<file path="src/rtl/utf8_string_validator_top_macros.svh">
// assertion macros for the utf8 string validator
// expects clk and rst_n in the scope of each use
`ifndef UTF8_STRING_VALIDATOR_TOP_MACROS_SVH
`define UTF8_STRING_VALIDATOR_TOP_MACROS_SVH

`ifndef SYNTHESIS
`define U8SV_ASSERT(label, prop) \
    label: assert property (@(posedge clk) disable iff (!rst_n) (prop)) \
        else $error("u8sv assertion failed");
`define U8SV_NEVER(label, cond) \
    label: assert property (@(posedge clk) disable iff (!rst_n) !(cond)) \
        else $error("u8sv forbidden condition");
`else
`define U8SV_ASSERT(label, prop)
`define U8SV_NEVER(label, cond)
`endif

`endif

</file>
<file path="src/rtl/utf8sv_pkg.sv">
// shared constants of the utf8 string validator
// no dependencies
package utf8sv_pkg;

    localparam int CP_W = 21;

    // sequence lengths, none when no multi-byte sequence is open
    localparam logic [2:0] SEQ_NONE  = 3'd0;
    localparam logic [2:0] SEQ_TWO   = 3'd2;
    localparam logic [2:0] SEQ_THREE = 3'd3;
    localparam logic [2:0] SEQ_FOUR  = 3'd4;

    // smallest codepoint each length may encode, and the legal ceiling
    localparam logic [CP_W-1:0] MIN_TWO    = 21'h00080;
    localparam logic [CP_W-1:0] MIN_THREE  = 21'h00800;
    localparam logic [CP_W-1:0] MIN_FOUR   = 21'h10000;
    localparam logic [CP_W-1:0] CP_MAX     = 21'h10FFFF;
    localparam logic [CP_W-1:0] SURR_LOW   = 21'h0D800;
    localparam logic [CP_W-1:0] SURR_HIGH  = 21'h0DFFF;

endpackage

</file>
<file path="src/rtl/utf8sv_if.sv">
// valid/ready channels of the utf8 string validator
// standalone, no package needed
interface utf8sv_byte_if;
    logic       valid;
    logic       ready;
    logic [7:0] data_byte;
    logic       has_byte;
    logic       last;

    modport source (output valid, data_byte, has_byte, last, input ready);
    modport sink   (input valid, data_byte, has_byte, last, output ready);
endinterface

interface utf8sv_res_if;
    logic valid;
    logic ready;
    logic valid_res;

    modport source (output valid, valid_res, input ready);
    modport sink   (input valid, valid_res, output ready);
endinterface

</file>
<file path="src/rtl/utf8_string_validator_top.sv">
// utf8 string validator, top level
// depends on utf8sv_pkg, utf8sv_if.sv and utf8_string_validator_top_macros.svh
//
// usage
//   str carries one word per cycle while ready is high: data_byte with has_byte set, and last on
//   the final word of a string. a word with has_byte low is an end-only word
//   when last is set and a no-op otherwise
//   verdict carries one word per string: valid_res is 1 when the string was
//   well-formed utf-8 with no nul, no overlong form, no surrogate and no
//   codepoint above 0x10ffff, and no sequence was cut off by the end mark
//   the verdict is registered and visible in the cycle after the word marked
//   last is taken; throughput is one byte per cycle while str is ready, set by
//   the combinational decode that updates the sequence state on every accepted word
//   the verdict sits in an output register; str stays ready while that
//   register is empty or being drained, so a stalled receiver only stops
//   input once a verdict is waiting and not taken
//   reset clears the sequence state and empties the output register; after
//   the first error the rest of the string is skipped up to its end mark
`include "utf8_string_validator_top_macros.svh"

module utf8_string_validator_top (
    input  logic                clk,
    input  logic                rst_n,
    utf8sv_byte_if.sink         str,
    utf8sv_res_if.source        verdict
);
    import utf8sv_pkg::*;

    // sequence state
    logic [1:0]      pending_reg,  pending_next;
    logic [2:0]      seqlen_reg,   seqlen_next;
    logic [CP_W-1:0] cp_reg,       cp_next;
    logic            failed_reg,   failed_next;

    // verdict output register
    logic            out_valid_reg, out_valid_next;
    logic            out_res_reg,   out_res_next;

    logic            in_fire;
    logic            out_fire;
    logic [7:0]      b;
    logic [CP_W-1:0] cont_cp;
    logic [1:0]      cont_pending;
    logic            cp_bad;
    logic            str_failed;
    logic            str_pending;

    // input is blocked only while an untaken verdict is held
    assign str.ready     = !out_valid_reg || verdict.ready;
    assign in_fire       = str.valid && str.ready;
    assign out_fire      = out_valid_reg && verdict.ready;
    assign verdict.valid = out_valid_reg;
    assign verdict.valid_res = out_res_reg;

    assign b            = str.data_byte;
    assign cont_cp      = {cp_reg[CP_W-7:0], b[5:0]};
    assign cont_pending = pending_reg - 2'd1;

    // overlong, out of range or surrogate on a finished sequence
    always_comb
    begin
        cp_bad = (cont_cp > CP_MAX) || (cont_cp >= SURR_LOW && cont_cp <= SURR_HIGH);
        case (seqlen_reg)
            SEQ_TWO:   cp_bad = cp_bad || (cont_cp < MIN_TWO);
            SEQ_THREE: cp_bad = cp_bad || (cont_cp < MIN_THREE);
            SEQ_FOUR:  cp_bad = cp_bad || (cont_cp < MIN_FOUR);
            default:   cp_bad = cp_bad;
        endcase
    end

    // byte decode
    always_comb
    begin
        pending_next = pending_reg;
        seqlen_next  = seqlen_reg;
        cp_next      = cp_reg;
        failed_next  = failed_reg;

        if (in_fire && str.has_byte && !failed_reg)
        begin
            if (pending_reg == 2'd0)
            begin
                // lead byte
                case (b) inside
                    8'h00:
                        failed_next = 1'b1;
                    [8'h01:8'h7F]:
                        seqlen_next = SEQ_NONE;
                    [8'hC0:8'hDF]:
                    begin
                        seqlen_next  = SEQ_TWO;
                        pending_next = 2'd1;
                        cp_next      = {{(CP_W-5){1'b0}}, b[4:0]};
                    end
                    [8'hE0:8'hEF]:
                    begin
                        seqlen_next  = SEQ_THREE;
                        pending_next = 2'd2;
                        cp_next      = {{(CP_W-4){1'b0}}, b[3:0]};
                    end
                    [8'hF0:8'hF7]:
                    begin
                        seqlen_next  = SEQ_FOUR;
                        pending_next = 2'd3;
                        cp_next      = {{(CP_W-3){1'b0}}, b[2:0]};
                    end
                    default:
                        failed_next = 1'b1;
                endcase
            end
            else if (b[7:6] != 2'b10)
            begin
                failed_next = 1'b1;
            end
            else
            begin
                // continuation byte
                pending_next = cont_pending;
                cp_next      = cont_cp;
                if (cont_pending == 2'd0)
                begin
                    failed_next = cp_bad;
                    seqlen_next = SEQ_NONE;
                    cp_next     = '0;
                end
            end
        end

        str_failed  = failed_next;
        str_pending = (pending_next != 2'd0);

        // end mark: give the verdict, then start a fresh string
        if (in_fire && str.last)
        begin
            pending_next = 2'd0;
            seqlen_next  = SEQ_NONE;
            cp_next      = '0;
            failed_next  = 1'b0;
        end
    end

    // output register
    always_comb
    begin
        out_valid_next = out_valid_reg && !out_fire;
        out_res_next   = out_res_reg;
        if (in_fire && str.last)
        begin
            out_valid_next = 1'b1;
            out_res_next   = !str_failed && !str_pending;
        end
    end

    always_ff @(posedge clk or negedge rst_n)
    begin
        if (!rst_n)
        begin
            pending_reg   <= 2'd0;
            seqlen_reg    <= SEQ_NONE;
            cp_reg        <= '0;
            failed_reg    <= 1'b0;
            out_valid_reg <= 1'b0;
        end
        else
        begin
            pending_reg   <= pending_next;
            seqlen_reg    <= seqlen_next;
            cp_reg        <= cp_next;
            failed_reg    <= failed_next;
            out_valid_reg <= out_valid_next;
        end
    end

    always_ff @(posedge clk)
    begin
        out_res_reg <= out_res_next;
    end

    // an open sequence always has a length
    `U8SV_NEVER(a_pending_has_len, pending_reg != 2'd0 && seqlen_reg == SEQ_NONE)
    // an end mark leaves a clean state
    `U8SV_ASSERT(a_end_clears, (in_fire && str.last) |=> (pending_reg == 2'd0 && !failed_reg))
    // a taken verdict with no new end mark empties the output register
    `U8SV_ASSERT(a_drain, (out_fire && !(in_fire && str.last)) |=> !out_valid_reg)
    // an empty output register never blocks input
    `U8SV_ASSERT(a_ready_when_empty, !out_valid_reg |-> str.ready)

endmodule
</file>
<file path="src/flat_wrapper.sv">
// flat-port wrapper written by rule: the top's interface ports become plain ports
module utf8_string_validator_top_flat import utf8sv_pkg::*;
  (clk, rst_n, str_valid, str_data_byte, str_has_byte, str_last, str_ready, verdict_valid, verdict_valid_res, verdict_ready);
  utf8sv_byte_if str_i ();
  utf8sv_res_if verdict_i ();
  input  logic clk;
  input  logic rst_n;
  input wire logic [$bits(str_i.valid)-1:0] str_valid;
  input wire logic [$bits(str_i.data_byte)-1:0] str_data_byte;
  input wire logic [$bits(str_i.has_byte)-1:0] str_has_byte;
  input wire logic [$bits(str_i.last)-1:0] str_last;
  output wire logic [$bits(str_i.ready)-1:0] str_ready;
  output wire logic [$bits(verdict_i.valid)-1:0] verdict_valid;
  output wire logic [$bits(verdict_i.valid_res)-1:0] verdict_valid_res;
  input wire logic [$bits(verdict_i.ready)-1:0] verdict_ready;
  assign str_i.valid = str_valid;
  assign str_i.data_byte = str_data_byte;
  assign str_i.has_byte = str_has_byte;
  assign str_i.last = str_last;
  assign str_ready = str_i.ready;
  assign verdict_valid = verdict_i.valid;
  assign verdict_valid_res = verdict_i.valid_res;
  assign verdict_i.ready = verdict_ready;
  utf8_string_validator_top u_core (.clk(clk), .rst_n(rst_n), .str(str_i), .verdict(verdict_i));
endmodule
</file>
<file path="config.mk">
export PLATFORM = sky130hd
export DESIGN_NAME = utf8_string_validator_top_flat
export DESIGN_NICKNAME = d
export VERILOG_FILES = /design/src/rtl/utf8sv_pkg.sv /design/src/rtl/utf8sv_if.sv /design/src/rtl/utf8_string_validator_top.sv /design/src/flat_wrapper.sv
export VERILOG_INCLUDE_DIRS = /design/src /design/src/rtl
export SDC_FILE = /design/constraint.sdc
export NUM_CORES = 1
export LEC_CHECK = 0
export BUFFER_PORTS_ARGS = -buffer_cell sky130_fd_sc_hd__buf_2
export CORE_MARGIN = 4
export CORE_UTILIZATION = 48
export DETAILED_ROUTE_END_ITERATION = 10
export GPL_TIMING_DRIVEN = 0
export HOLD_SLACK_MARGIN = 0.1
export PLACE_DENSITY = 0.79
export SETUP_SLACK_MARGIN = 0.4
export SYNTH_ARGS = -nofsm -noshare
export SYNTH_HDL_FRONTEND = slang
export SYNTH_SLANG_ARGS = --single-unit
</file>
<file path="constraint.sdc">
create_clock -name clk -period 1.5 [get_ports clk]
set_input_delay 0.15 -clock clk [delete_from_list [all_inputs] [get_ports clk]]
set_output_delay 0.15 -clock clk [all_outputs]
set_load 0.01 [all_outputs]
</file>
==> results of run 1 <==
worst max-delay path, delay by kind of cell (launching register included):
kind	cells	cell delay (ns)
compound gates	3	0.60
simple gates	2	0.51
flops	1	0.45
power by group through the flow:
stage	Sequential (mW)	Clock [mW]	Combinational [mW]
finish	0.759	0.305	0.725
global route	0.763	0.333	0.761
CTS	0.741	0.292	0.591
detailed placement	0.749	0	0.396
global placement	0.745	0	0.383
floorplan	0.739	0	0.293
area by class of cell:
| type | count | area [um^2] |
|---|---|---|
| Sequential cell | 23 | 581 |
| Fill cell | 153 | 641 |
| Inverter | 9 | 53.8 |
| Clock inverter | 1 | 5.00 |
| Multi-Input combinational cell | 116 | 1020 |
| Buffer | 6 | 58.8 |
| Tap cell | 31 | 38.8 |
| Clock buffer | 3 | 22.5 |
| Timing Repair Buffer | 48 | 364 |
final timing paths:
path,start,end,slack (ns)
worst min-delay path,str_data_byte[3],u_core.cp_reg[3]$_DFFE_PN0P_,0.14
max in group asynchronous,rst_n,u_core.cp_reg[7]$_DFFE_PN0P_,0.82
worst max register to register,u_core.cp_reg[5]$_DFFE_PN0P_,u_core.verdict.valid_res$_DFFE_PP_,-0.29
worst max-delay path,u_core.cp_reg[5]$_DFFE_PN0P_,u_core.verdict.valid_res$_DFFE_PP_,-0.29
worst min register to register,u_core.cp_reg[12]$_DFFE_PN0P_,u_core.cp_reg[12]$_DFFE_PN0P_,0.52
min in group asynchronous,rst_n,u_core.seqlen_reg[2]$_DFFE_PN0P_,0.32
per-layer routing:
layer / wire length [um] / up-vias / part of all wire, %
li1: - / 660 / -
met1: 1980 / 749 / 39
met2: 2520 / 108 / 50
met3: 386 / 20 / 7.6
met4: 159 / 0 / 3.1
met5: 0 / - / 0
kinds of logic after synthesis:
| family | after synthesis |
|---|---|
| AND/OR/NAND/NOR | 84 |
| AO/OA/AOI/OAI | 29 |
| adder cells (fa/ha/maj) | 2 |
| XOR/XNOR | 1 |
| buffers and inverters | 15 |
| flip-flops | 23 |
Yosys cell counts (all sizes together) (2+ instances only):
| master | instances | area (um^2) |
|---|---|---|
| o211ai | 2 | 15.0 |
| nor2 | 8 | 30.0 |
| and3 | 2 | 17.5 |
| o21ai | 7 | 46.3 |
| o32ai | 2 | 17.5 |
| a31oi | 2 | 27.5 |
| inv | 9 | 33.8 |
| buf | 6 | 51.3 |
| dfrtp | 22 | 551 |
| nor4 | 5 | 58.8 |
| nor3 | 4 | 42.5 |
| a21o | 2 | 15.0 |
| ha | 2 | 25.0 |
| nand2 | 36 | 135 |
| a21oi | 5 | 28.8 |
| nand3 | 20 | 105 |
timing repair:
item / CTS / global route
hold buffers: 4 / 0
hold endpoints to repair: 25 / 0
endpoints found under the setup margin: 24 / 24
pin swaps: 36 / 11
gates cloned: 1 / 0
resized for setup: 46 / 19
setup buffers: 20 / 9
==> results.yml, run 1 <==
clock_network:
  clk-insertion-delay-late_ns: 0.32
  cts.path.max_buffers: 2
  cts.clk_slew.worst_paths_ns: 0.14
  tritoncts: "done"
  cts_root_buf: "sky130_fd_sc_hd__clkbuf_4"
  cts-buffers-inserted: 3
  cts-htree-levels: 1
  number_of_sinks_driven_by_the_clock_tree: 23
pwr:
  cellPowerDensity_nw_per_um2: 836
  power.share.clock_pct: 17.1
  comb_power_share_pct: 40.5
  netSwitchingFraction_pct: 37.5
  power.sequential.fraction_pct: 42.4
  reported_leakage_power_nw: 0.932
  p_total_mw: 1.79
  internal_power_mw: 1.12
  power_switching_mw: 0.672
  ir_drop_v: 0.000719
place:
  detailed_place.area_um2: 1560
  dpl.hpwl_um: 2240
  dp_slack_ns: -0.337
  port_buffers: 14
  routabilityCongestion: 0.834
  placed_cells_incl_taps: 199
synthesis:
  synth.area.mux_share_pct: 0
  synth_area_um2: 1400
  combinational_family_with_the_most_area_after_synthesis: "simple AND/OR/NAND/NOR gates"
  post_synth_xor_area_fraction_pct: 0.626
  yosys.area_share.simple_pct: 33.2
  synth_async_sr_flop_share_pct: 95.7
  netlist-cell-type-count: 48
  synth_warnings: 0
  postSynthAreaPerCell_um2: 9.09
  count_of_flip_flops_with_a_built_in_enable_after_synthesis: 1
  post_synth_fa_ha_maj_area_fraction_pct: 1.79
  synth-seq-cells: 23
  syn-num-nets: 170
  synth-compound-area-share_pct: 16.8
  syn-instance-count: 154
  yosys_most_used_dff: "sky130_fd_sc_hd__dfrtp_1"
  synth-seq-area-share_pct: 41.5
finish:
  final_core_utilization_pct: 77.0
  layout.cells.most_common_list: "28 x sky130_fd_sc_hd__nand2_1, 24 x sky130_fd_sc_hd__buf_4, 22 x sky130_fd_sc_hd__dfrtp_1, 15 x sky130_fd_sc_hd__buf_2, 14 x sky130_fd_sc_hd__nand3_2"
  finish.net_count: 223
  flip_flop_count_of_the_largest_register_all_copies_and_words_added: 15
  area_growth_syn_to_layout_pct: 52.9
  post-route-cell-area_um2: 2140
  drive_above_1_share_pct: 57.3
  antennaDiodeCount: 0
  layout_commonest_cell: "sky130_fd_sc_hd__nand2_1"
  final_cells: 237
worst_setup_path:
  critPathLaunchType: "register"
  worst_ep_required_time_ns: 1.59
  critical_path.slowest_cell: "sky130_fd_sc_hd__dfrtp_1"
  r2r.worst_path.cells: 5
  crit_chain: "nor4b_2 -> o211ai_1 -> a311oi_2 -> o22ai_2 -> and3_1"
  critical_path.endpoint_type: "register"
  worst-setup-path-type: "register to register"
  crit_path_max_incr_delay_ns: 0.45
  cp_data_arrival_time_ns: 1.89
  critical_path.max_fanout: 3
global_route:
  met2_usage_pct: 46.2
  congestion_overflow_gr: 0
  globalRouteMet1Util_pct: 31.4
  grt_max_degree: 23
  grt.busiest_layer: "met2"
  grt_util_met3_pct: 1.03
  wire_length_of_the_first_global_routing_pass_um: 7040
  first_global_vias: 1479
  gr-usage-all-layers_pct: 25.0
  grt_antenna_before_repair: 0
sta:
  slew_violations: 0
  slew_headroom_pct: 64.8
  final.min_clock_period_ns: 1.79
  finalClockSkew_ns: 0.00797
  final_hold_fails: 0
  worst_pin_slew_ns: 0.528
  setup-violations-final: 21
  tns_ns: -2.86
  grt_setup_unrepaired: "true"
  worst_slack_ns: -0.292
  highest_attainable_clock_frequency_ghz: 0.558
  hold_ws_ns: 0.139
  final.period_utilization_pct: 119
run:
  maxCapViolCount: 0
routing:
  drc: 0
  detail_route.first_pass.iterations: 4
  detailroute.via_count: 1537
  detail_route.vias_per_cell: 6.49
  drt_iter0_markers: 92
  postRouteAntennaNets: 0
  overall_routed_net_length_um: 5050
  wl_per_cell_um: 21.3
floorplanning:
  floorplan.die.width_um: 62.0
  design.core.area_um2: 2780
  io_pins: 17
  dieArea_um2: 3840
  start_util_pct: 50.3
  floorplan.die.height_um: 62.0
  std_cell_rows: 19
worst_hold_path:
  hold_path_depth: 3
  min_path_type: "input pin to register"
outcome:
  outcome: "finished with violations"
  failed_checks: "negative setup slack"
Note: power is estimated with default switching activity, not from simulation.
==> run 2, diff against run 1 <==
Settings changed: CORE_ASPECT_RATIO set to 0.9, REMOVE_ABC_BUFFERS set to 1.
==> results.yml, run 2 (same netlist as run 1, synthesis figures left out) <==
worst_setup_path:
  cp_data_arrival_time_ns: 2.02
  critPathLaunchType: "register"
  worst_ep_required_time_ns: 1.61
  critical_path.endpoint_type: "register"
  critical_path.max_fanout: 4
  worst-setup-path-type: "register to register"
routing:
  detail_route.vias_per_cell: 6.68
  detailroute.via_count: 1649
  wl_per_cell_um: 25.2
  overall_routed_net_length_um: 6220
  detail_route.first_pass.iterations: 5
  postRouteAntennaNets: 0
  drt_iter0_markers: 151
  drc: 0
place:
  dpl.hpwl_um: 2090
  detailed_place.area_um2: 1480
  routabilityCongestion: 0.856
  port_buffers: 16
clock_network:
  clk-insertion-delay-late_ns: 0.33
  cts-htree-levels: 1
  cts.path.max_buffers: 2
  cts.clk_slew.worst_paths_ns: 0.15
  tritoncts: "done"
  cts_root_buf: "sky130_fd_sc_hd__clkbuf_4"
  cts-buffers-inserted: 3
  number_of_sinks_driven_by_the_clock_tree: 23
floorplanning:
  start_util_pct: 50.5
  io_pins: 17
  floorplan.die.width_um: 64.9
  std_cell_rows: 18
  dieArea_um2: 3850
  design.core.area_um2: 2770
  floorplan.die.height_um: 59.2
sta:
  slew_headroom_pct: 60.6
  worst_slack_ns: -0.409
  highest_attainable_clock_frequency_ghz: 0.524
  grt_setup_unrepaired: "true"
  worst_pin_slew_ns: 0.586
  slew_violations: 0
  final_hold_fails: 0
  finalClockSkew_ns: 0.0103
  final.min_clock_period_ns: 1.91
  setup-violations-final: 22
  final.period_utilization_pct: 127
finish:
  final_core_utilization_pct: 83.6
  fill_cells: 124
  post-route-cell-area_um2: 2310
  area_growth_syn_to_layout_pct: 65.3
  drive_above_1_share_pct: 64.7
  flip_flop_count_of_the_largest_register_all_copies_and_words_added: 15
  layout.cells.most_common_list: "22 x sky130_fd_sc_hd__buf_4, 21 x sky130_fd_sc_hd__dfrtp_1, 15 x sky130_fd_sc_hd__buf_2, 13 x sky130_fd_sc_hd__nand3_2, 13 x sky130_fd_sc_hd__nand2_2"
  antennaDiodeCount: 0
  layout_commonest_cell: "sky130_fd_sc_hd__buf_4"
  finish.net_count: 224
global_route:
  grt_antenna_before_repair: 0
  gr-usage-all-layers_pct: 26.7
  grt_max_degree: 23
  first_global_vias: 1471
  congestion_overflow_gr: 0
  wire_length_of_the_first_global_routing_pass_um: 7580
pwr:
  cellPowerDensity_nw_per_um2: 841
  p_total_mw: 1.95
  reported_leakage_power_nw: 1.01
  ir_drop_v: 0.000807
outcome:
  failed_checks: "negative setup slack"
  outcome: "finished with violations"
run:
  maxCapViolCount: 0
worst_hold_path:
  min_path_type: "input pin to register"
[run 2: changes by cell type in the layout (fill, tap and decap cells not counted), moves of 2 or more]
cell / before / now
sky130_fd_sc_hd__buf_6: 10 / 7
sky130_fd_sc_hd__buf_16: 0 / 2
sky130_fd_sc_hd__nand2_4: 1 / 11
sky130_fd_sc_hd__nand2_1: 28 / 12
sky130_fd_sc_hd__buf_4: 24 / 22
sky130_fd_sc_hd__nand3_1: 4 / 6
sky130_fd_sc_hd__buf_12: 0 / 4
sky130_fd_sc_hd__nand2_2: 7 / 13
[run 2: final cells by class]
class / count / area, um^2 / area share [%]
Timing Repair Buffer: 54 / 494 / 21.4
Inverter: 9 / 53.8 / 2.32
Tap cell: 40 / 50.0 / 2.16
Multi-Input combinational cell: 117 / 1110 / 47.8
Sequential cell: 23 / 582 / 25.1
Clock inverter: 1 / 5.00 / 0.216
Clock buffer: 3 / 22.5 / 0.973
[run 2: worst paths after layout]
kind | start | to | slack [ns] | cells after the start
max | u_core.cp_reg[8]$_DFFE_PN0P_ | u_core.verdict.valid_res$_DFFE_PP_ | -0.41 | 5
min | str_last | u_core.verdict.valid$_DFF_PN0_ | 0.13 | 3
max reg2reg | u_core.cp_reg[8]$_DFFE_PN0P_ | u_core.verdict.valid_res$_DFFE_PP_ | -0.41 | 5
min reg2reg | u_core.cp_reg[14]$_DFFE_PN0P_ | u_core.cp_reg[14]$_DFFE_PN0P_ | 0.57 | 2
max in group asynchronous | rst_n | u_core.cp_reg[6]$_DFFE_PN0P_ | 0.78 | 2
min in group asynchronous | rst_n | u_core.pending_reg[1]$_DFF_PN0_ | 0.33 | 2
[run 2: timing repair]
item / 4_1_cts / 5_1_grt
setup buffers: 23 / 9
setup endpoints to repair: 24 / 24
hold endpoints to repair: 25 / 0
resized for setup: 52 / 48
hold buffers: 4 / 0
pin swaps: 35 / 35
cloned: 3 / 0
[run 2: power breakdown]
group	internal (mW)	switching, mW	leakage, nW
Clock	0.100	0.220	0.0177
Sequential	0.686	0.0876	0.306
Combinational	0.400	0.452	0.690
[run 2: through the flow]
step / hold WS (ns) / TNS (ns) / worst slack [ns] / cells
6_report: 0.131 / -5.71 / -0.409 / 247
3_5_place_dp: 0.135 / -9.49 / -0.485 / 204
3_3_place_gp: 0.134 / -8.79 / -0.459 / 204
5_1_grt: 0.136 / -7.16 / -0.487 / 247
4_1_cts: 0.123 / -1.65 / -0.203 / 238
2_1_floorplan: -0.146 / -4.19 / -0.259 / 148
[run 2: critical path: stages, from the launching register on]
cell                       delay (ns)
sky130_fd_sc_hd__dfrtp_1         0.46
sky130_fd_sc_hd__nor4b_2         0.33
sky130_fd_sc_hd__o211ai_1        0.18
sky130_fd_sc_hd__a311oi_2        0.37
sky130_fd_sc_hd__o22ai_2         0.15
sky130_fd_sc_hd__and3_1          0.19
[run 2: metal layers]
layer	GRT usage, %	part of all wire (%)	vias up
met5	0	0	-
met4	17.5	6.6	0
met3	3.23	9.2	41
met2	44.2	47	148
met1	33.1	38	795
li1	-	-	665
==> run 3, diff against run 2 <==
Clock period 1.5 ns to 1.7 ns, I/O delays scaled along.
==> results.yml, run 3 (same netlist as run 1, synthesis figures left out) <==
sta:
  final_hold_fails: 0
  worst_pin_slew_ns: 0.527
  setup-violations-final: 8
  highest_attainable_clock_frequency_ghz: 0.546
  worst_slack_ns: -0.132
  finalClockSkew_ns: 0.00596
  slew_headroom_pct: 64.6
  hold_ws_ns: 0.0828
  slew_violations: 0
  final.min_clock_period_ns: 1.83
  grt_setup_unrepaired: "true"
  tns_ns: -0.232
  final.period_utilization_pct: 108
routing:
  postRouteAntennaNets: 0
  dr_wl_met3_um: 348
  drc: 0
  drt_iter0_markers: 118
  wl_met1_um: 2250
  route.top_layer_used: "met4"
  detail_route.first_pass.iterations: 4
  overall_routed_net_length_um: 5500
  detail_route.vias_per_cell: 6.28
  wl_per_cell_um: 22.5
  met2_wirelength_um: 2660
  detailroute.via_count: 1533
floorplanning:
  floorplan.die.width_um: 64.9
  std_cell_rows: 18
  start_util_pct: 50.5
  dieArea_um2: 3850
  design.core.area_um2: 2770
  io_pins: 17
  floorplan.die.height_um: 59.2
worst_setup_path:
  critical_path.slowest_cell: "sky130_fd_sc_hd__dfrtp_1"
  critPathLaunchType: "register"
  worst-setup-path-type: "register to register"
  worstReg2RegStart: "u_core.cp_reg[1]$_DFFE_PN0P_"
  worst_ep_required_time_ns: 1.82
  crit_path_max_incr_delay_ns: 0.44
  crit_chain: "nor4_2 -> o211ai_1 -> a311oi_2 -> o22ai_2 -> and3_4"
  r2r.worst_path.cells: 5
  critical_path.max_fanout: 3
  critical_path.reg2reg.endpoint: "u_core.verdict.valid_res$_DFFE_PP_"
  critical_path.endpoint_type: "register"
  timing.reg2reg.setup_slack_ns: -0.13
  cp_data_arrival_time_ns: 1.95
clock_network:
  cts-buffers-inserted: 3
  clk-insertion-delay-late_ns: 0.34
  cts.path.max_buffers: 2
  cts-htree-levels: 1
  tritoncts: "done"
  number_of_sinks_driven_by_the_clock_tree: 23
  cts.clk_slew.worst_paths_ns: 0.15
  cts_root_buf: "sky130_fd_sc_hd__clkbuf_4"
finish:
  area_growth_syn_to_layout_pct: 64.6
  layout_commonest_cell: "sky130_fd_sc_hd__buf_4"
  antennaDiodeCount: 0
  layout.cells.most_common_list: "22 x sky130_fd_sc_hd__buf_4, 21 x sky130_fd_sc_hd__dfrtp_1, 15 x sky130_fd_sc_hd__buf_2, 14 x sky130_fd_sc_hd__nand2_2"
  flip_flop_count_of_the_largest_register_all_copies_and_words_added: 15
  final_cells: 244
  final_core_utilization_pct: 83.2
  drive_above_1_share_pct: 64.7
  finish.net_count: 221
  post-route-cell-area_um2: 2300
pwr:
  reported_leakage_power_nw: 0.991
  cellPowerDensity_nw_per_um2: 744
  ir_drop_v: 0.000624
  p_total_mw: 1.71
place:
  dpl.hpwl_um: 2090
  detailed_place.area_um2: 1480
  placed_cells_incl_taps: 204
  routabilityCongestion: 0.856
  port_buffers: 16
  dp_slack_ns: -0.285
global_route:
  first_global_vias: 1414
  wire_length_of_the_first_global_routing_pass_um: 7380
  grt_antenna_before_repair: 0
  gr-usage-all-layers_pct: 25.9
  congestion_overflow_gr: 0
  grt_max_degree: 23
worst_hold_path:
  hold_path_end: "u_core.cp_reg[0]$_DFFE_PN0P_"
  hold_path_depth: 3
  launch_instance_of_the_worst_min_delay_path: "str_data_byte[0]"
  min_path_type: "input pin to register"
outcome:
  failed_checks: "negative setup slack"
  outcome: "finished with violations"
run:
  maxCapViolCount: 0
run 3: report_power, final:
group | total, mW | internal [mW] | leakage [nW] | switching [mW]
registers | 0.680 | 0.606 | 0.306 | 0.0744
logic | 0.747 | 0.362 | 0.667 | 0.385
clock network | 0.288 | 0.0888 | 0.0177 | 0.199
total | 1.71 | 1.06 | 0.991 | 0.658
run 3: worst max path at each step:
| stage | startpoint | endpoint | slack (ns) | cells after the start |
|---|---|---|---|---|
| 3_5_place_dp | u_core.pending_reg[0]$_DFF_PN0_ | u_core.cp_reg[4]$_DFFE_PN0P_ | -0.29 | 6 |
| 6_report | u_core.cp_reg[1]$_DFFE_PN0P_ | u_core.verdict.valid_res$_DFFE_PP_ | -0.13 | 5 |
| 4_1_cts | u_core.cp_reg[13]$_DFFE_PN0P_ | u_core.verdict.valid_res$_DFFE_PP_ | -0.003 | 5 |
| 5_1_grt | u_core.cp_reg[6]$_DFFE_PN0P_ | u_core.verdict.valid_res$_DFFE_PP_ | -0.17 | 5 |
| 3_3_place_gp | u_core.pending_reg[0]$_DFF_PN0_ | u_core.cp_reg[3]$_DFFE_PN0P_ | -0.26 | 6 |
| 2_1_floorplan | u_core.pending_reg[0]$_DFF_PN0_ | u_core.seqlen_reg[2]$_DFFE_PN0P_ | -0.06 | 7 |
run 3: worst max-delay path: cells and delay by family, from the launching register on:
family | cells | cell delay [ns]
compound gates | 3 | 0.64
flops | 1 | 0.44
simple gates | 2 | 0.51
run 3: cell type report:
class                   instances  area (um^2)
clock inverters                 1         5.00
fillers                       128          465
flip-flops and latches         23          582
repair buffers                 51          462
well taps                      40         50.0
multi-input cells             117         1140
inverters                       9         46.3
clock buffers                   3         22.5
run 3: routing by layer:
layer  vias to the layer above  global-route usage [%]
li1                        665                       -
met1                       772                    34.2
met2                        78                    41.1
met3                        18                    2.85
met4                         0                    16.0
met5                         -                       0
run 3: timing repair:
action | in CTS | in global routing
endpoints found under the setup margin | 22 | 24
resized for setup | 57 | 44
gates cloned | 3 | 0
hold buffers | 2 | 1
hold endpoints to repair | 23 | 1
pin swaps | 38 | 28
buffers inserted | 19 | 11
